$ cat config.mk
export PLATFORM = sky130hd
export DESIGN_NAME = canonical_decimal_int_parser_flat
export DESIGN_NICKNAME = d
export VERILOG_FILES = /design/src/rtl/core/cdip_pkg.sv /design/src/rtl/core/cdip_if.sv /design/src/rtl/core/cdip_in_stage.sv /design/src/rtl/core/cdip_token.sv /design/src/rtl/core/cdip_result_reg.sv /design/src/rtl/core/canonical_decimal_int_parser.sv /design/src/flat_wrapper.sv
export SDC_FILE = /design/constraint.sdc
export NUM_CORES = 1
export LEC_CHECK = 0
export ABC_CLOCK_PERIOD_IN_PS = 6700
export BUFFER_PORTS_ARGS = -buffer_cell sky130_fd_sc_hd__buf_4
export CORE_MARGIN = 2
export CORE_UTILIZATION = 55
export DETAILED_ROUTE_END_ITERATION = 8
export HOLD_SLACK_MARGIN = 0.12
export PLACE_DENSITY = 0.73
export SYNTH_ARGS = -nofsm -noshare
export SYNTH_HDL_FRONTEND = slang
export SYNTH_HIERARCHICAL = 1
export SYNTH_SLANG_ARGS = --single-unit
$ cat constraint.sdc
create_clock -name i_clk -period 6.7 [get_ports i_clk]
set_input_delay 0.335 -clock i_clk [delete_from_list [all_inputs] [get_ports i_clk]]
set_output_delay 0.335 -clock i_clk [all_outputs]
set_load 0.05 [all_outputs]
$ cat src/rtl/core/cdip_pkg.sv
// Shared types and character constants for the canonical decimal integer parser.
package cdip_pkg;

    localparam logic [7:0]  CHAR_MINUS = 8'h2D;
    localparam logic [7:0]  CHAR_ZERO  = 8'h30;
    localparam logic [7:0]  CHAR_NINE  = 8'h39;
    localparam int          MAG_WIDTH  = 32;
    localparam int          PROD_WIDTH = 36;
    localparam logic [MAG_WIDTH-1:0] MAG_LIMIT = 32'h8000_0000;

    // One input item: a byte of the token and the closing flag.
    typedef struct packed {
        logic [7:0] char_code;
        logic       last_char;
    } t_char_item;

    // One result item.
    typedef struct packed {
        logic signed [31:0] value;
        logic               accepted;
    } t_result;

    // Running state of the token being parsed.
    typedef struct packed {
        logic [MAG_WIDTH-1:0] magnitude;
        logic                 negative;
        logic                 at_start;
        logic                 seen_digit;
        logic                 first_digit_zero;
        logic                 rejected;
        logic                 overflowed;
    } t_token;

    localparam t_token TOKEN_CLEAR = '{
        magnitude:        '0,
        negative:         1'b0,
        at_start:         1'b1,
        seen_digit:       1'b0,
        first_digit_zero: 1'b0,
        rejected:         1'b0,
        overflowed:       1'b0
    };

endpackage

$ cat src/rtl/core/cdip_if.sv
// Handshake interfaces for the character input channel and the result channel.
interface cdip_char_if;
    logic       valid;
    logic       ready;
    logic [7:0] char_code;
    logic       last_char;

    modport source (output valid, output char_code, output last_char, input ready);
    modport sink   (input valid, input char_code, input last_char, output ready);
endinterface

interface cdip_result_if;
    logic               valid;
    logic               ready;
    logic signed [31:0] value;
    logic               accepted;

    modport source (output valid, output value, output accepted, input ready);
    modport sink   (input valid, input value, input accepted, output ready);
endinterface

$ cat src/rtl/core/cdip_in_stage.sv
// Input register that holds one accepted character item until the parser consumes it.
module cdip_in_stage (
    input  logic                i_clk,
    input  logic                i_rst_n,
    input  logic                i_valid,
    input  cdip_pkg::t_char_item i_item,
    input  logic                i_advance,
    output logic                o_ready,
    output logic                o_valid,
    output cdip_pkg::t_char_item o_item
);

    logic                 r_valid;
    logic                 n_valid;
    cdip_pkg::t_char_item r_item;

    assign o_ready = !r_valid || i_advance;
    assign n_valid = (i_valid && o_ready) ? 1'b1 : (i_advance ? 1'b0 : r_valid);

    always_ff @(posedge i_clk) begin
        if (!i_rst_n) begin
            r_valid <= 1'b0;
        end else begin
            r_valid <= n_valid;
        end
    end

    always_ff @(posedge i_clk) begin
        if (i_valid && o_ready) begin
            r_item <= i_item;
        end
    end

    assign o_valid = r_valid;
    assign o_item  = r_item;

endmodule

$ cat src/rtl/core/cdip_token.sv
// Token state register and the per-character grammar, accumulate and range logic.
module cdip_token (
    input  logic                 i_clk,
    input  logic                 i_rst_n,
    input  logic                 i_step,
    input  cdip_pkg::t_char_item i_item,
    output cdip_pkg::t_result    o_result
);

    cdip_pkg::t_token r_tok;
    cdip_pkg::t_token n_tok;
    cdip_pkg::t_token upd;

    logic                                is_minus;
    logic                                is_digit;
    logic [3:0]                          digit;
    logic [cdip_pkg::PROD_WIDTH-1:0]     mag_ext;
    logic [cdip_pkg::PROD_WIDTH-1:0]     prod;
    logic                                ok;

    assign is_minus = r_tok.at_start && (i_item.char_code == cdip_pkg::CHAR_MINUS);
    assign is_digit = (i_item.char_code >= cdip_pkg::CHAR_ZERO)
                   && (i_item.char_code <= cdip_pkg::CHAR_NINE);
    assign digit    = 4'(i_item.char_code - cdip_pkg::CHAR_ZERO);
    assign mag_ext  = {{(cdip_pkg::PROD_WIDTH - cdip_pkg::MAG_WIDTH){1'b0}}, r_tok.magnitude};
    // Times ten as two shifted copies, then the new digit.
    assign prod     = (mag_ext << 3) + (mag_ext << 1)
                    + {{(cdip_pkg::PROD_WIDTH - 4){1'b0}}, digit};

    always_comb begin
        upd          = r_tok;
        upd.at_start = 1'b0;
        if (is_minus) begin
            upd.negative = 1'b1;
        end else if (is_digit) begin
            if (!r_tok.seen_digit) begin
                upd.first_digit_zero = (digit == 4'd0);
            end else if (r_tok.first_digit_zero) begin
                upd.rejected = 1'b1;
            end
            upd.seen_digit = 1'b1;
            if (!r_tok.overflowed) begin
                if (prod > {{(cdip_pkg::PROD_WIDTH - cdip_pkg::MAG_WIDTH){1'b0}},
                            cdip_pkg::MAG_LIMIT}) begin
                    upd.overflowed = 1'b1;
                end else begin
                    upd.magnitude = prod[cdip_pkg::MAG_WIDTH-1:0];
                end
            end
        end else begin
            upd.rejected = 1'b1;
        end
    end

    assign ok = !upd.rejected && !upd.overflowed && upd.seen_digit
             && !(upd.negative && upd.first_digit_zero)
             && ((upd.magnitude < cdip_pkg::MAG_LIMIT)
                 || (upd.negative && (upd.magnitude == cdip_pkg::MAG_LIMIT)));

    always_comb begin
        o_result.accepted = ok;
        if (!ok) begin
            o_result.value = '0;
        end else if (upd.negative) begin
            o_result.value = -$signed(upd.magnitude);
        end else begin
            o_result.value = $signed(upd.magnitude);
        end
    end

    always_comb begin
        if (!i_step) begin
            n_tok = r_tok;
        end else if (i_item.last_char) begin
            n_tok = cdip_pkg::TOKEN_CLEAR;
        end else begin
            n_tok = upd;
        end
    end

    always_ff @(posedge i_clk) begin
        if (!i_rst_n) begin
            r_tok <= cdip_pkg::TOKEN_CLEAR;
        end else begin
            r_tok <= n_tok;
        end
    end

endmodule

$ cat src/rtl/core/cdip_result_reg.sv
// Output register that holds one finished result item until the consumer takes it.
module cdip_result_reg (
    input  logic              i_clk,
    input  logic              i_rst_n,
    input  logic              i_load,
    input  cdip_pkg::t_result i_result,
    input  logic              i_ready,
    output logic              o_free,
    output logic              o_valid,
    output cdip_pkg::t_result o_result
);

    logic              r_valid;
    logic              n_valid;
    cdip_pkg::t_result r_result;

    assign o_free  = !r_valid || i_ready;
    assign n_valid = i_load ? 1'b1 : (i_ready ? 1'b0 : r_valid);

    always_ff @(posedge i_clk) begin
        if (!i_rst_n) begin
            r_valid <= 1'b0;
        end else begin
            r_valid <= n_valid;
        end
    end

    always_ff @(posedge i_clk) begin
        if (i_load) begin
            r_result <= i_result;
        end
    end

    assign o_valid  = r_valid;
    assign o_result = r_result;

endmodule

$ cat src/rtl/core/canonical_decimal_int_parser.sv
// Top level of the strict decimal string to signed 32-bit integer parser.
//
// The block reads a token one character item per cycle and, on the item that
// carries last_char, delivers exactly one result item: the signed 32-bit
// value and an accepted flag. A token is accepted only when it is the
// canonical decimal form of a value in -2147483648..2147483647, that is an
// optional leading minus followed by at least one digit, with no leading zero,
// no "-0" and no other characters; a rejected token gives the value 0.
// Items that do not close a token give no result. Throughput is one character
// item per clock cycle while the input does not stall, set by the single
// multiply-by-ten-and-add step between the input register and the token state
// register. A result is presented on the output once its closing character
// leaves the input register and the result register loads. The result
// register lets the input keep flowing while a finished result waits; the
// input stalls only when a closing character meets a result that has not
// yet been taken.
module canonical_decimal_int_parser (
    input  logic              i_clk,
    input  logic              i_rst_n,
    cdip_char_if.sink         i_char,
    cdip_result_if.source     o_result
);

    cdip_pkg::t_char_item in_item;
    cdip_pkg::t_char_item stage_item;
    cdip_pkg::t_result    step_result;
    cdip_pkg::t_result    out_result;
    logic                 stage_valid;
    logic                 out_free;
    logic                 advance;
    logic                 out_valid;

    assign in_item.char_code = i_char.char_code;
    assign in_item.last_char = i_char.last_char;

    // The held character moves on unless it closes a token and the result
    // register still holds an untaken result.
    assign advance = stage_valid && (!stage_item.last_char || out_free);

    cdip_in_stage u_in_stage (
        .i_clk     (i_clk),
        .i_rst_n   (i_rst_n),
        .i_valid   (i_char.valid),
        .i_item    (in_item),
        .i_advance (advance),
        .o_ready   (i_char.ready),
        .o_valid   (stage_valid),
        .o_item    (stage_item)
    );

    // Grammar checks, accumulation and the range test for the held character.
    cdip_token u_token (
        .i_clk    (i_clk),
        .i_rst_n  (i_rst_n),
        .i_step   (advance),
        .i_item   (stage_item),
        .o_result (step_result)
    );

    // A result is captured only when the closing character is consumed.
    cdip_result_reg u_result_reg (
        .i_clk    (i_clk),
        .i_rst_n  (i_rst_n),
        .i_load   (advance && stage_item.last_char),
        .i_result (step_result),
        .i_ready  (o_result.ready),
        .o_free   (out_free),
        .o_valid  (out_valid),
        .o_result (out_result)
    );

    assign o_result.valid    = out_valid;
    assign o_result.value    = out_result.value;
    assign o_result.accepted = out_result.accepted;

endmodule

$ cat src/flat_wrapper.sv
// flat-port wrapper written by rule: the top's interface ports become plain ports
module canonical_decimal_int_parser_flat 
  (i_clk, i_rst_n, i_char_valid, i_char_char_code, i_char_last_char, i_char_ready, o_result_valid, o_result_value, o_result_accepted, o_result_ready);
  cdip_char_if i_char_i ();
  cdip_result_if o_result_i ();
  input  logic i_clk;
  input  logic i_rst_n;
  input wire logic [$bits(i_char_i.valid)-1:0] i_char_valid;
  input wire logic [$bits(i_char_i.char_code)-1:0] i_char_char_code;
  input wire logic [$bits(i_char_i.last_char)-1:0] i_char_last_char;
  output wire logic [$bits(i_char_i.ready)-1:0] i_char_ready;
  output wire logic [$bits(o_result_i.valid)-1:0] o_result_valid;
  output wire logic [$bits(o_result_i.value)-1:0] o_result_value;
  output wire logic [$bits(o_result_i.accepted)-1:0] o_result_accepted;
  input wire logic [$bits(o_result_i.ready)-1:0] o_result_ready;
  assign i_char_i.valid = i_char_valid;
  assign i_char_i.char_code = i_char_char_code;
  assign i_char_i.last_char = i_char_last_char;
  assign i_char_ready = i_char_i.ready;
  assign o_result_valid = o_result_i.valid;
  assign o_result_value = o_result_i.value;
  assign o_result_accepted = o_result_i.accepted;
  assign o_result_i.ready = o_result_ready;
  canonical_decimal_int_parser u_core (.i_clk(i_clk), .i_rst_n(i_rst_n), .i_char(i_char_i), .o_result(o_result_i));
endmodule
# Word-level counts from Yosys, hierarchy flattened
# Cells that the tools add are included.
# word_totals
memories	0
in_bits	13
mem_bits_ro	0
out_inout_bits	35
mem_bits_rw	0
word_cells	67
ff_bits	82
latchBits	0
# classes
div	0
shift	0
n_mul	0
n_mux	20
reduce_logical	24
n_addsub	4
n_eq_ne	2
n_lt_le_gt_ge	4
n_bitwise	0
# ops
cell	n
32-bit two-way mux	5
38-bit two-way mux	1
35-bit by 33-bit adder with 36-bit output	1
36-bit by 4-bit adder with 36-bit output	1
36-bit by 32-bit greater-than comparator with 1-bit output (second input constant)	1
32-bit == test (second input constant)	1
32-bit < comparator (second input constant)	1
32-bit negation	1
1-bit two-way mux	12
1-bit logical AND	11
8-bit by 6-bit == test with 1-bit output (second input constant)	1
8-bit by 6-bit >= comparator with 1-bit output (second input constant)	1
8-bit by 6-bit <= comparator with 1-bit output (second input constant)	1
1-bit zero test	6
4-bit zero test	1
1-bit logical OR	4
4-bit two-way mux	1
2-bit nonzero test	2
4-bit by 1-bit subtractor with 4-bit output (second input constant)	1
2-bit two-way mux	1

# Logic depth before layout (Yosys ltp)
# Gate-level depths: netlist (run 1).
# logic_depth
word_depth	12
ltp_mapped	31
depth_no_buf	26

# Modules after synthesis
# The synthesis (run 1) kept the hierarchy.
# modules_own_cells
mod	seq_area_each_um2	area_per_inst_um2	cells_each	n_inst
cdip_token	760.7	5910.7	817	1
cdip_result_reg	1011.0	1039.7	37	1
cdip_in_stage	290.3	327.8	14	1
canonical_decimal_int_parser	0.0	18.8	3	1

# Worst setup path before layout (run 1)
# Ideal clock, no wire load.
# synth_timing
path_kind	register to register
start	register u_core.u_token.r_tok, in the netlist u_core/u_token/mag_ext[0]
end	register u_core.u_result_reg.r_result, in the netlist u_core/u_result_reg/o_result[25] (data pin)
n_path_buf	4
setup_time_ns	0.157
setup_slack_ns	-0.234
stages_incl_launch_ff	30
arrival_time_ns	6.777
period_less_slack_ns	6.934
t_required_ns	6.543
path_cell_list	dfxtp_1 inv_1 fa_1 fa_1 nand2b_1 a211o_1 a31o_2 xnor2_1 a211oi_1 or4b_4 nor4_1 or4b_1 buf_2 a21oi_4 buf_6 buf_4 nor2_1 a21oi_1 ha_1 inv_1 nor2_1 nand2_1 or4_1 nor4_1 inv_1 a2bb2oi_2 nor4_1 o21bai_1 buf_2 nor3_1
# synth_between
elab_chain_cells	12
elab_cells_between_ends	22
classes_between	add/sub (3); order compare (2); eq/ne (1); mux (9); reduce/logical (7)
# synth_rtl
element	line_no	source
from (decl)	cdip_token.sv:10	cdip_pkg::t_token r_tok;
from (signal assigned)	cdip_token.sv:83	r_tok <= cdip_pkg::TOKEN_CLEAR;
from (signal assigned)	cdip_token.sv:85	r_tok <= n_tok;
parallel branches: the longest is 12 deep, another holds 35-bit by 33-bit adder with 36-bit output	-	
to (signal assigned)	cdip_result_reg.sv:30	r_result <= i_result;
to (decl)	cdip_result_reg.sv:15	cdip_pkg::t_result r_result;
# Several ways; the timed one is not identified.
# A chain may end at the register's enable or synchronous reset.

# Worst setup path after layout (run 1)
# layout_timing
start	register u_core.u_in_stage.r_item, in the netlist u_core/u_in_stage/o_item[3]
end	register u_core.u_result_reg.r_result, in the netlist u_core/u_result_reg/o_result[11] (data pin)
# layout_between
elab_chain_cells	12
elab_cells_between_ends	35
classes_between	add/sub (3); order compare (4); eq/ne (2); mux (13); reduce/logical (13)
# layout_rtl
element	line_no	source
from (decl)	cdip_in_stage.sv:15	cdip_pkg::t_char_item r_item;
from (signal assigned)	cdip_in_stage.sv:30	r_item <= i_item;
parallel branches: the longest is 12 deep, another holds 36-bit by 4-bit adder with 36-bit output	-	
# Several ways; the timed one is not identified.

==> results.md, run 1 <==
* Crit path max-delay family: simple AND/OR/NAND/NOR gates
* Clock share of power at 40.9%
* Worst EP arrival at 6.77 ns
* Register area share after synthesis at 28.3%
* List of most frequent post-synthesis cells: nor2_1, a21oi_1, ha_1
* Startpoint Class: flip-flop
* Sink Count at between 80 and 90
* Async SR Flop Fraction at 0%
* IO buf count at 47
* Leading area contributor after synthesis: edfxtp_1
* Post-synthesis cell area at 7300 um2
* Slew @ Worst Pin at 0.930 ns
* Flop pwr share at 48.6%
* Final worst slack at about 0.093 ns
* Placer Congestion at 0.981
* Worst Hold Depth at 1
* First-pass GRT wire length at 35300 um
* Routed wire length at 22200 um
* H-tree depth at 3
* Floorplan core area at 13100 um2
* Hold Path Class: input pin to flip-flop
* Crit end category: flip-flop
* Area contributors post-synth: edfxtp_1, dfxtp_1, ha_1
* Post-CTS Hold Buffers at 0
* Outcome: completed
* CTS buffer count at 9
* Distinct cells, synth at 76
* Layout area overhead at 19.3%
* Comb power frac at 10.5%
* Cell Int Power at 0.829 mW
* Vias in the first global route at 6775
* WP buf/inv at 4
* TritonCTS clock tree: built
* Layout cells sized above 1 at a little over a fifth
* Maxcap violations at 0
* Min Tclk post-route at around 6.6 ns
* Power density cells at 129 nW/um2
* Drt pass-1 iters at 6
* Register bit total from synthesis at between 80 and 90
* Synth top area share at between 10% and 20%
* Post-detail-place hpwl at 16300 um
* Max-slew violation count at 0
* Die height at around 120 um
* R2r worst-path depth at 25
* Crit path max fanout at 8
* Setup violations, final at 0
* Sw Ratio at 26.0%
* Via Count at 7209
* Clock buffer depth at 2
* Clk Latency, worst-skew pair at 0.34 ns
* LEAKAGE at 3.62 nW
* Final number of hold-violating endpoints at 0
* Routed len/inst at 19.6 um
* Max-slew headroom at a little under two fifths
* Post-route cell area at slightly below 9000 um2
* Top-count cell post-synth: nor2_1
* Skew final at 0.00473 ns
* CTS Root Buffer Type: clkbuf_16
* Number of cell rows at 42
* Die Width at 119 um
* Pre-CTS WS at -0.231 ns
* Synth Instances at 871
* Fin crit share at a little over nine tenths
* I/O Pins at 48
* Syn_area_per_cell at roughly 8.4 um2
* Detail Route Antenna Nets at 0
* Nets at 1030
* Worst EP required at 6.86 ns
* Main synth FF type: edfxtp_1
* Max Freq at 151 MHz
* Setup Crit Path Kind: flip-flop to flip-flop
* Slowest stage delay, CP at 0.52 ns
* Initial Util at between 50% and 60%
* Full die area at 14200 um2
* Worst vdd ir at 0.000121 V
* Clock transition at path regs at 0.06 ns
* Drc violations at 0
* Largest net degree at the start of global routing at 55
* Psw at 0.291 mW
* Initial drt markers at 857
* Total GRT Usage at 30.9%
* ANT cells at 0
* Initial antenna violation count at 0
* RSZ-0062 raised after global routing: yes
* Syn_nets at 950
* Grt ovf at 0
* Worst path depth at 25
* Post-place instance area at 8170 um2
* Synth warn at 6
* Post-synth EDFFs at 42
* Pwr Total at about 1.1 mW
* DR vias/cell at 6.37
* CP max stage cell: or4b_4
## cells in the final DEF (no fill, tap or decap), drive strengths merged, types with 5 or more instances in the layout
cell and count:
a311oi 5, nor4 17, o21bai 6, a21oi 70
clkbuf 10, o2bb2ai 11, xor2 23, o21a 10
a21o 15, nor2b 22, ha 64, mux2i 26
o21ai 33, or3 12, nand4 10, or2 6
nand2 62, nand3 9, nor4b 5, nor3 28
inv 26, a211oi 21, and3 16, a21boi 17
and2 22, nand2b 9, buf 110, dfxtp 40
nand4b 6, nor2 103, edfxtp 42, xnor2 25
clkinv 5, or4 5, o31ai 7
## stage by stage
stage / TNS, ns / hold WS, ns / instances / utilization [%]
global placement: 0 / 0.453 / 1109 / 62.5
CTS: 0 / 0.164 / 1125 / 64.7
finish: 0 / 0.172 / 1132 / 66.6
floorplan: -1.48 / 0.424 / 871 / -
global route: -1.72 / 0.165 / 1132 / 66.6
detailed placement: -5.01 / 0.469 / 1109 / 62.5
## power by group through the flow
| stage | sequential [mW] | combinational (mW) | clock, mW |
|---|---|---|---|
| 6_report | 0.545 | 0.117 | 0.458 |
| 5_1_grt | 0.545 | 0.123 | 0.481 |
| 4_1_cts | 0.545 | 0.111 | 0.461 |
| 3_5_place_dp | 0.555 | 0.110 | 0 |
| 3_3_place_gp | 0.555 | 0.109 | 0 |
| 2_1_floorplan | 0.577 | 0.0494 | 0 |
## sequential cells by signal (all words and copies together), names as in the netlist
| signal | count |
|---|---|
| u_core/u_in_stage/o_item | 9 |
| u_core/u_token/r_tok | 6 |
| u_core/u_result_reg/o_result | 33 |
| u_core/u_token/mag_ext | 32 |
| u_core/u_result_reg/o_valid | 1 |
| u_core/u_in_stage/o_valid | 1 |
## logic make-up after synthesis
kind of cell / synth area share [%]
AND/OR/NAND/NOR: 24.8
XOR/XNOR: 5.76
flip-flops: 28.3
AO/OA/AOI/OAI: 21.8
multiplexers: 4.03
adder cells (fa/ha/maj): 11.5
buffers and inverters: 3.91
## final cells by class
cell class	count	area (um2)
inverter	26	97.6
tap	176	220
clock inverter	6	43.8
fill	1063	4380
multi-input combinational	722	5220
timing repair buffer	110	835
clock buffer	10	229
sequential	82	2060
## routing by layer
| layer | GRT usage (%) | routed length, um |
|---|---|---|
| met2 | 50.2 | 10200 |
| met4 | 8.71 | 319 |
| met3 | 3.54 | 1850 |
| met5 | 0 | 0 |
| met1 | 43.6 | 9850 |
## final timing paths
| path | from | end | slack (ns) |
|---|---|---|---|
| worst min-delay path | i_char_char_code[6] | u_core/u_in_stage/o_item[7] | 0.17 |
| worst min register to register | u_core/u_token/r_tok[4] | u_core/u_token/r_tok[4] | 0.49 |
| worst max register to register | u_core/u_in_stage/o_item[3] | u_core/u_result_reg/o_result[11] | 0.09 |
| worst max-delay path | u_core/u_in_stage/o_item[3] | u_core/u_result_reg/o_result[11] | 0.09 |
## what timing repair did
| action | CTS | global route |
|---|---|---|
| pin swaps | 6 | 8 |
| buffers inserted | 0 | 6 |
| cloned | 0 | 1 |
| gates resized for setup | 5 | 37 |
| setup endpoints to repair | 33 | 33 |
Note: power is estimated with default switching activity, not from simulation.
==> inputs of run 2 (changes only) <==
--- a/config.mk
+++ b/config.mk
@@ -6,12 +6,12 @@
 export NUM_CORES = 1
 export LEC_CHECK = 0
 export ABC_CLOCK_PERIOD_IN_PS = 6700
-export BUFFER_PORTS_ARGS = -buffer_cell sky130_fd_sc_hd__buf_4
 export CORE_MARGIN = 2
 export CORE_UTILIZATION = 55
 export DETAILED_ROUTE_END_ITERATION = 8
+export DONT_BUFFER_PORTS = 1
 export HOLD_SLACK_MARGIN = 0.12
-export PLACE_DENSITY = 0.73
+export PLACE_DENSITY = 0.7
 export SYNTH_ARGS = -nofsm -noshare
 export SYNTH_HDL_FRONTEND = slang
 export SYNTH_HIERARCHICAL = 1
==> run 2 against run 1 <==
  * Cell count fell by 1.4%
  * Total power rose by 2.2%
  * Maximum frequency rose by 1.7%
  * Combinational power fell by 29%
  * Cell area fell by 1.8%
  * Via count fell by 1.8%
  * Die area did not move
  * Clock power rose by 7.9%
  * Register-to-register slack improved by 0.11 ns
  * Critical path depth rose by 2
  * Largest cell class unchanged
  * Critical path type unchanged
  * Largest power group unchanged
  * Clock skew rose by 0.0031 ns
  * Flip-flop and latch count did not move
==> results.md, run 2 (synthesis results as in run 1) <==
* Min Tclk post-route at 6.50 ns (-0.110 ns)
* Crit path max fanout at 10 (+2)
* Final number of hold-violating endpoints at 0 (unchanged)
* Setup violations, final at 0 (unchanged)
* Crit end category: flip-flop
* Startpoint Class: flip-flop
* RSZ-0062 raised after global routing: yes
* I/O Pins at 48 (unchanged)
* Via Count at 7076 (-1.8%)
* Drc violations at 0 (unchanged)
* Maxcap violations at 0 (unchanged)
* Fin crit share at 97.0% (-1.6 points)
* Detail Route Antenna Nets at 0 (unchanged)
* Initial drt markers at 694 (-19%)
* Largest register FFs at 33 (unchanged)
* Most common cell after layout, fill and taps aside: nor2_1
* Worst EP required at 6.88 ns (+0.02 ns)
* Worst EP arrival at 6.68 ns (-0.09 ns)
* Fillcell total at 1035 (-2.6%)
* First-pass GRT wire length at 34600 um (-2.0%)
* Setup Crit Path Kind: flip-flop to flip-flop
* Hold Path Class: input pin to flip-flop
* Layout area overhead at 17.2%
* Layout cells sized above 1 at 16.7% (-4.1 points)
* H-tree depth at 3 (unchanged)
* Drt pass-1 iters at 6 (unchanged)
* Die height at 119 um (unchanged)
* Placer Congestion at 0.969 (-1.3%)
* LEAKAGE at 3.51 nW (-3.2%)
* CTS buffer count at 9 (unchanged)
* Floorplan core area at 13100 um2 (unchanged)
* Max Freq at 154 MHz (+1.7%)
* Post-detail-place hpwl at 15800 um (-2.8%)
* Total GRT Usage at 30.2% (-0.73 points)
* Outcome: completed
* Routed len/inst at 19.6 um (about the same)
* Initial Util at 55.8% (unchanged)
* Max-slew headroom at 26.7% (-11 points)
* Global route hottest layer: met2
* CTS Root Buffer Type: clkbuf_16
* Max-slew violation count at 0 (unchanged)
* Worst vdd ir at 0.000129 V (+5.8%)
* Full die area at 14200 um2 (unchanged)
* Nets at 1013 (-1.7%)
* IO buf count at 0 (-100%)
* Pwr Total at 1.14 mW (+2.2%)
* Clock transition at path regs at 0.06 ns (about the same)
* Met2 usage at 50.0% (-0.25 points)
* Vias in the first global route at 6733 (-0.62%)
* Largest net degree at the start of global routing at 102 (+85%)
* Met3 Use GR at 2.83% (-0.72 points)
* DR vias/cell at 6.34 (-0.44%)
* Clk Latency, worst-skew pair at 0.34 ns (about the same)
* TritonCTS clock tree: built
* Initial antenna violation count at 0 (unchanged)
* Grt ovf at 0 (unchanged)
* Skew final at 0.00787 ns (+0.00315 ns)
* Setup TNS at 0 ns (unchanged)
* Number of cell rows at 42 (unchanged)
* Routed wire length at 21900 um (-1.4%)
* Sink Count at 82 (unchanged)
* Power density cells at 134 nW/um2 (+4.0%)
* Most frequent cells in the layout: nor2_1, buf_4, a21oi_1
* Met1 usage in global routing at 42.8% (-0.83 points)
* Die Width at 119 um (unchanged)
* Slew @ Worst Pin at 1.10 ns (+0.169 ns)
* Clock buffer depth at 2 (unchanged)
[run 2: where the power goes]
| group | switching, mW | internal (mW) | total, mW |
|---|---|---|---|
| clock network | 0.204 | 0.289 | 0.494 |
| registers | 0.0292 | 0.539 | 0.568 |
| logic | 0.0510 | 0.0314 | 0.0825 |
[run 2: timing repair]
| action | 4_1_cts | 5_1_grt |
|---|---|---|
| resized for setup | 10 | 13 |
| setup buffers | 4 | 4 |
| hold buffers | 12 | 0 |
| hold endpoints to repair | 15 | 0 |
| gates cloned | 1 | 0 |
| endpoints found under the setup margin | 33 | 33 |
| pin swaps | 3 | 6 |
[run 2: layout make-up]
class	instances	area (um2)	area share, %
diodes	1	2.50	0.0293
clock buffers	10	229	2.68
clock inverters	6	67.6	0.790
inverters	26	97.6	1.14
multi-input cells	723	5150	60.2
flip-flops and latches	82	2060	24.1
well taps	176	220	2.57
repair buffers	92	724	8.47
[run 2: path summary, 6_finish.rpt]
| kind | from | end | slack, ns | depth (start not counted) |
|---|---|---|---|---|
| setup reg to reg | u_core/u_in_stage/o_item[4] | u_core/u_result_reg/o_result[9] | 0.20 | 27 |
| hold reg to reg | u_core/u_token/r_tok[4] | u_core/u_token/r_tok[4] | 0.49 | 1 |
| setup / recovery | u_core/u_in_stage/o_item[4] | u_core/u_result_reg/o_result[9] | 0.20 | 27 |
| hold / removal | i_rst_n | u_core/u_token/mag_ext[0] | 0.13 | 1 |
[run 2: per-layer routing]
| metal | up-vias | part of all wire (%) |
|---|---|---|
| li1 | 3357 | - |
| met1 | 3393 | 46 |
| met2 | 301 | 46 |
| met3 | 25 | 6.6 |
| met4 | 0 | 1.1 |
| met5 | - | 0 |
[run 2: per-stage QoR]
stage / utilization (%) / area, um2 / setup WS (ns) / hold WS [ns] / instances
detailed placement: 60.6 / 7930 / -0.299 / 0.434 / 1078
finish: 65.4 / 8550 / 0.202 / 0.125 / 1116
global placement: 60.6 / 7930 / -0.0704 / 0.434 / 1078
CTS: 64.5 / 8440 / 0.00671 / 0.120 / 1111
floorplan: - / 7370 / -0.0814 / 0.424 / 871
global route: 65.3 / 8550 / -0.0483 / 0.127 / 1115
[run 2: critical path: stages (launching register included)]
cell,delay [ns]
edfxtp_1,0.35
inv_1,0.06
fa_1,0.59
inv_1,0.09
ha_4,0.28
a211oi_4,0.08
o31ai_4,0.38
buf_4,0.18
and3_1,0.13
a2111oi_0,0.10
a311o_1,0.32
or4b_4,0.50
nor4_2,0.14
or4b_4,0.53
a21oi_4,0.23
mux2i_2,0.27
ha_2,0.22
inv_2,0.04
nor2_2,0.09
nand2_1,0.08
or4_4,0.51
nor4_4,0.17
inv_2,0.08
a2bb2oi_4,0.16
nor4_4,0.23
o21bai_2,0.16
buf_4,0.21
nor2_1,0.14
==> inputs of run 3 (changes only) <==
==> constraint.sdc (replaced) <==
create_clock -name i_clk -period 6.7 [get_ports i_clk]
set_input_delay 0.67 -clock i_clk [delete_from_list [all_inputs] [get_ports i_clk]]
set_output_delay 0.67 -clock i_clk [all_outputs]
set_load 0.05 [all_outputs]
==> run 3 against run 2 <==
  * Worst setup slack got worse by 0.011 ns
  * Critical endpoint unchanged
  * Sequential power is essentially flat
  * Sequential share of layout area increased by 0.35 points
  * Cell area down 1.4%
  * First-iteration DRC count shrank 7.2%
  * Clock power about the same
  * Total power is 0.80% lower
  * Highest routed layer unchanged
  * Via count is 0.45% lower
  * Global-route usage is 0.55 points lower
  * Combinational power shrank 8.7%
  * Cell count is 1.2% lower
==> results.md, run 3 (synthesis results as in run 1) <==
* Initial antenna violation count at 0 (unchanged)
* Clock transition at path regs at 0.06 ns (about the same)
* Initial Util at 55.8% (unchanged)
* Initial drt markers at 644 (-7.2%)
* H-tree depth at 3 (unchanged)
* DR vias/cell at 6.39 (+0.72%)
* Worst vdd ir at 0.000129 V (+0.20%)
* Crit path max-delay family: simple AND/OR/NAND/NOR gates
* Sw Ratio at 24.7% (-0.19 points)
* Fillcell total at 1050 (+1.4%)
* Routed wire length at 21600 um (-1.5%)
* Most frequent cells in the layout: nor2_1, buf_4, a21oi_1
* LEAKAGE at 3.46 nW (-1.4%)
* Final number of hold-violating endpoints at 0 (unchanged)
* I/O Pins at 48 (unchanged)
* Post-detail-place hpwl at 15800 um (unchanged)
* Wl on met1 at 10100 um (+0.22%)
* Maxcap violations at 0 (unchanged)
* Drt pass-1 iters at 7 (+1)
* Slowest stage delay, CP at 0.59 ns (about the same)
* Setup violations, final at 0 (unchanged)
* Largest net degree at the start of global routing at 102 (unchanged)
* Final core utilization at 64.4% (-0.94 points)
* Max Freq at 154 MHz (-0.17%)
* Skew final at 0.00649 ns (-0.00138 ns)
* Crit path max fanout at 10 (unchanged)
* Post-place instance area at 7930 um2 (unchanged)
* Max-slew violation count at 0 (unchanged)
* CTS buffer count at 9 (unchanged)
* Setup Crit Path Kind: flip-flop to flip-flop
* Most common cell after layout, fill and taps aside: nor2_1
* Layout Cells excl Fill at 1103 (-1.2%)
* Total GRT Usage at 29.7% (-0.55 points)
* Power density cells at 135 nW/um2 (+0.64%)
* Crit end category: flip-flop
* Worst EP arrival at 6.69 ns (about the same)
* Number of cell rows at 42 (unchanged)
* Die Width at 119 um (unchanged)
* Worst EP required at 6.88 ns (about the same)
* Max-slew headroom at 27.2% (+0.55 points)
* Largest register FFs at 33 (unchanged)
* Nets at 1001 (-1.2%)
* Fin crit share at 97.1% (+0.17 points)
* Cell Int Power at 0.855 mW (-0.55%)
* Post-CTS Hold Buffers at 0 (-12)
* Startpoint Class: flip-flop
* Post-route cell area at 8430 um2 (-1.4%)
* Comb power frac at 6.6% (-0.6 points)
* Clk Latency, worst-skew pair at 0.34 ns (about the same)
* Top layer used by detailed routing: met4
* Floorplan core area at 13100 um2 (unchanged)
* Hold Path Class: input pin to flip-flop
* Sink Count at 82 (unchanged)
* ANT cells at 0 (-1)
* Vias in the first global route at 6632 (-1.5%)
* CTS Root Buffer Type: clkbuf_16
* Slew @ Worst Pin at 1.09 ns (-0.00829 ns)
* Min Tclk post-route at 6.51 ns (+0.0112 ns)
* Clock buffer depth at 2 (unchanged)
* Layout cells sized above 1 at 16.9% (+0.22 points)
* Drc violations at 0 (unchanged)
* Outcome: completed
* TritonCTS clock tree: built
* Routed wl met3 at 1310 um (-9.9%)
* Die height at 119 um (unchanged)
* Placed insts at 1078 (unchanged)
* Layout area overhead at 15.5%
* Flop pwr share at 50.1% (+0.4 points)
* Pwr Total at 1.14 mW (-0.80%)
* Pre-CTS WS at -0.299 ns (unchanged)
* Full die area at 14200 um2 (unchanged)
* Grt ovf at 0 (unchanged)
* CP max stage cell: fa_1
* Clock share of power at 43.3% (+0.2 points)
* Placer Congestion at 0.969 (unchanged)
* IO buf count at 0 (unchanged)
* Setup TNS at 0 ns (unchanged)
* Final worst slack at 0.191 ns (-0.0112 ns)
* RSZ-0062 raised after global routing: yes
* Wire length on met2 at 9910 um (-2.1%)
* First-pass GRT wire length at 34000 um (-1.6%)
* Routed len/inst at 19.5 um (-0.38%)
* Via Count at 7044 (-0.45%)
* Final hold slack at 0.426 ns (+0.300 ns)
* Psw at 0.280 mW (-1.5%)
* Detail Route Antenna Nets at 0 (unchanged)
* WP buf/inv at 6 (unchanged)
-- run 3: changes by cell type in the layout (fill, tap and decap cells not counted), sizes merged --
cell and change:
dlygate4sd3 -12, diode -1
-- run 3: area by class of cell --
| cell class | count | area, um2 | share of cell area [%] |
|---|---|---|---|
| clock buffer | 10 | 229 | 2.72 |
| inverter | 26 | 97.6 | 1.16 |
| tap | 176 | 220 | 2.61 |
| timing repair buffer | 80 | 604 | 7.17 |
| sequential | 82 | 2060 | 24.5 |
| clock inverter | 6 | 67.6 | 0.801 |
| multi-input combinational | 723 | 5150 | 61.1 |
-- run 3: repair_timing --
action / in CTS / in global routing
gates resized for setup: 10 / 13
pin swaps: 3 / 6
endpoints found under the setup margin: 33 / 33
gates cloned: 1 / 0
buffers inserted: 4 / 4
-- run 3: final timing paths --
kind                                      to  depth (start not counted)                   startpoint  slack [ns]
max          u_core/u_result_reg/o_result[9]                         27  u_core/u_in_stage/o_item[4]        0.19
min              u_core/u_in_stage/o_item[3]                          0          i_char_char_code[2]        0.43
max reg2reg  u_core/u_result_reg/o_result[9]                         27  u_core/u_in_stage/o_item[4]        0.19
min reg2reg          u_core/u_token/r_tok[4]                          1      u_core/u_token/r_tok[4]        0.48
-- run 3: power groups by stage --
| stage | registers (mW) | clock network, mW | logic, mW |
|---|---|---|---|
| final | 0.568 | 0.492 | 0.0753 |
| after detailed placement | 0.579 | 0 | 0.0678 |
| after global routing | 0.569 | 0.514 | 0.0803 |
| after CTS | 0.568 | 0.495 | 0.0698 |
| after global placement | 0.578 | 0 | 0.0669 |
| after floorplan | 0.577 | 0 | 0.0494 |
-- run 3: metal layers --
layer	vias up	track usage (%)
li1	3330	-
met1	3389	42.4
met4	0	6.70
met2	300	48.7
met5	-	0
met3	25	2.73
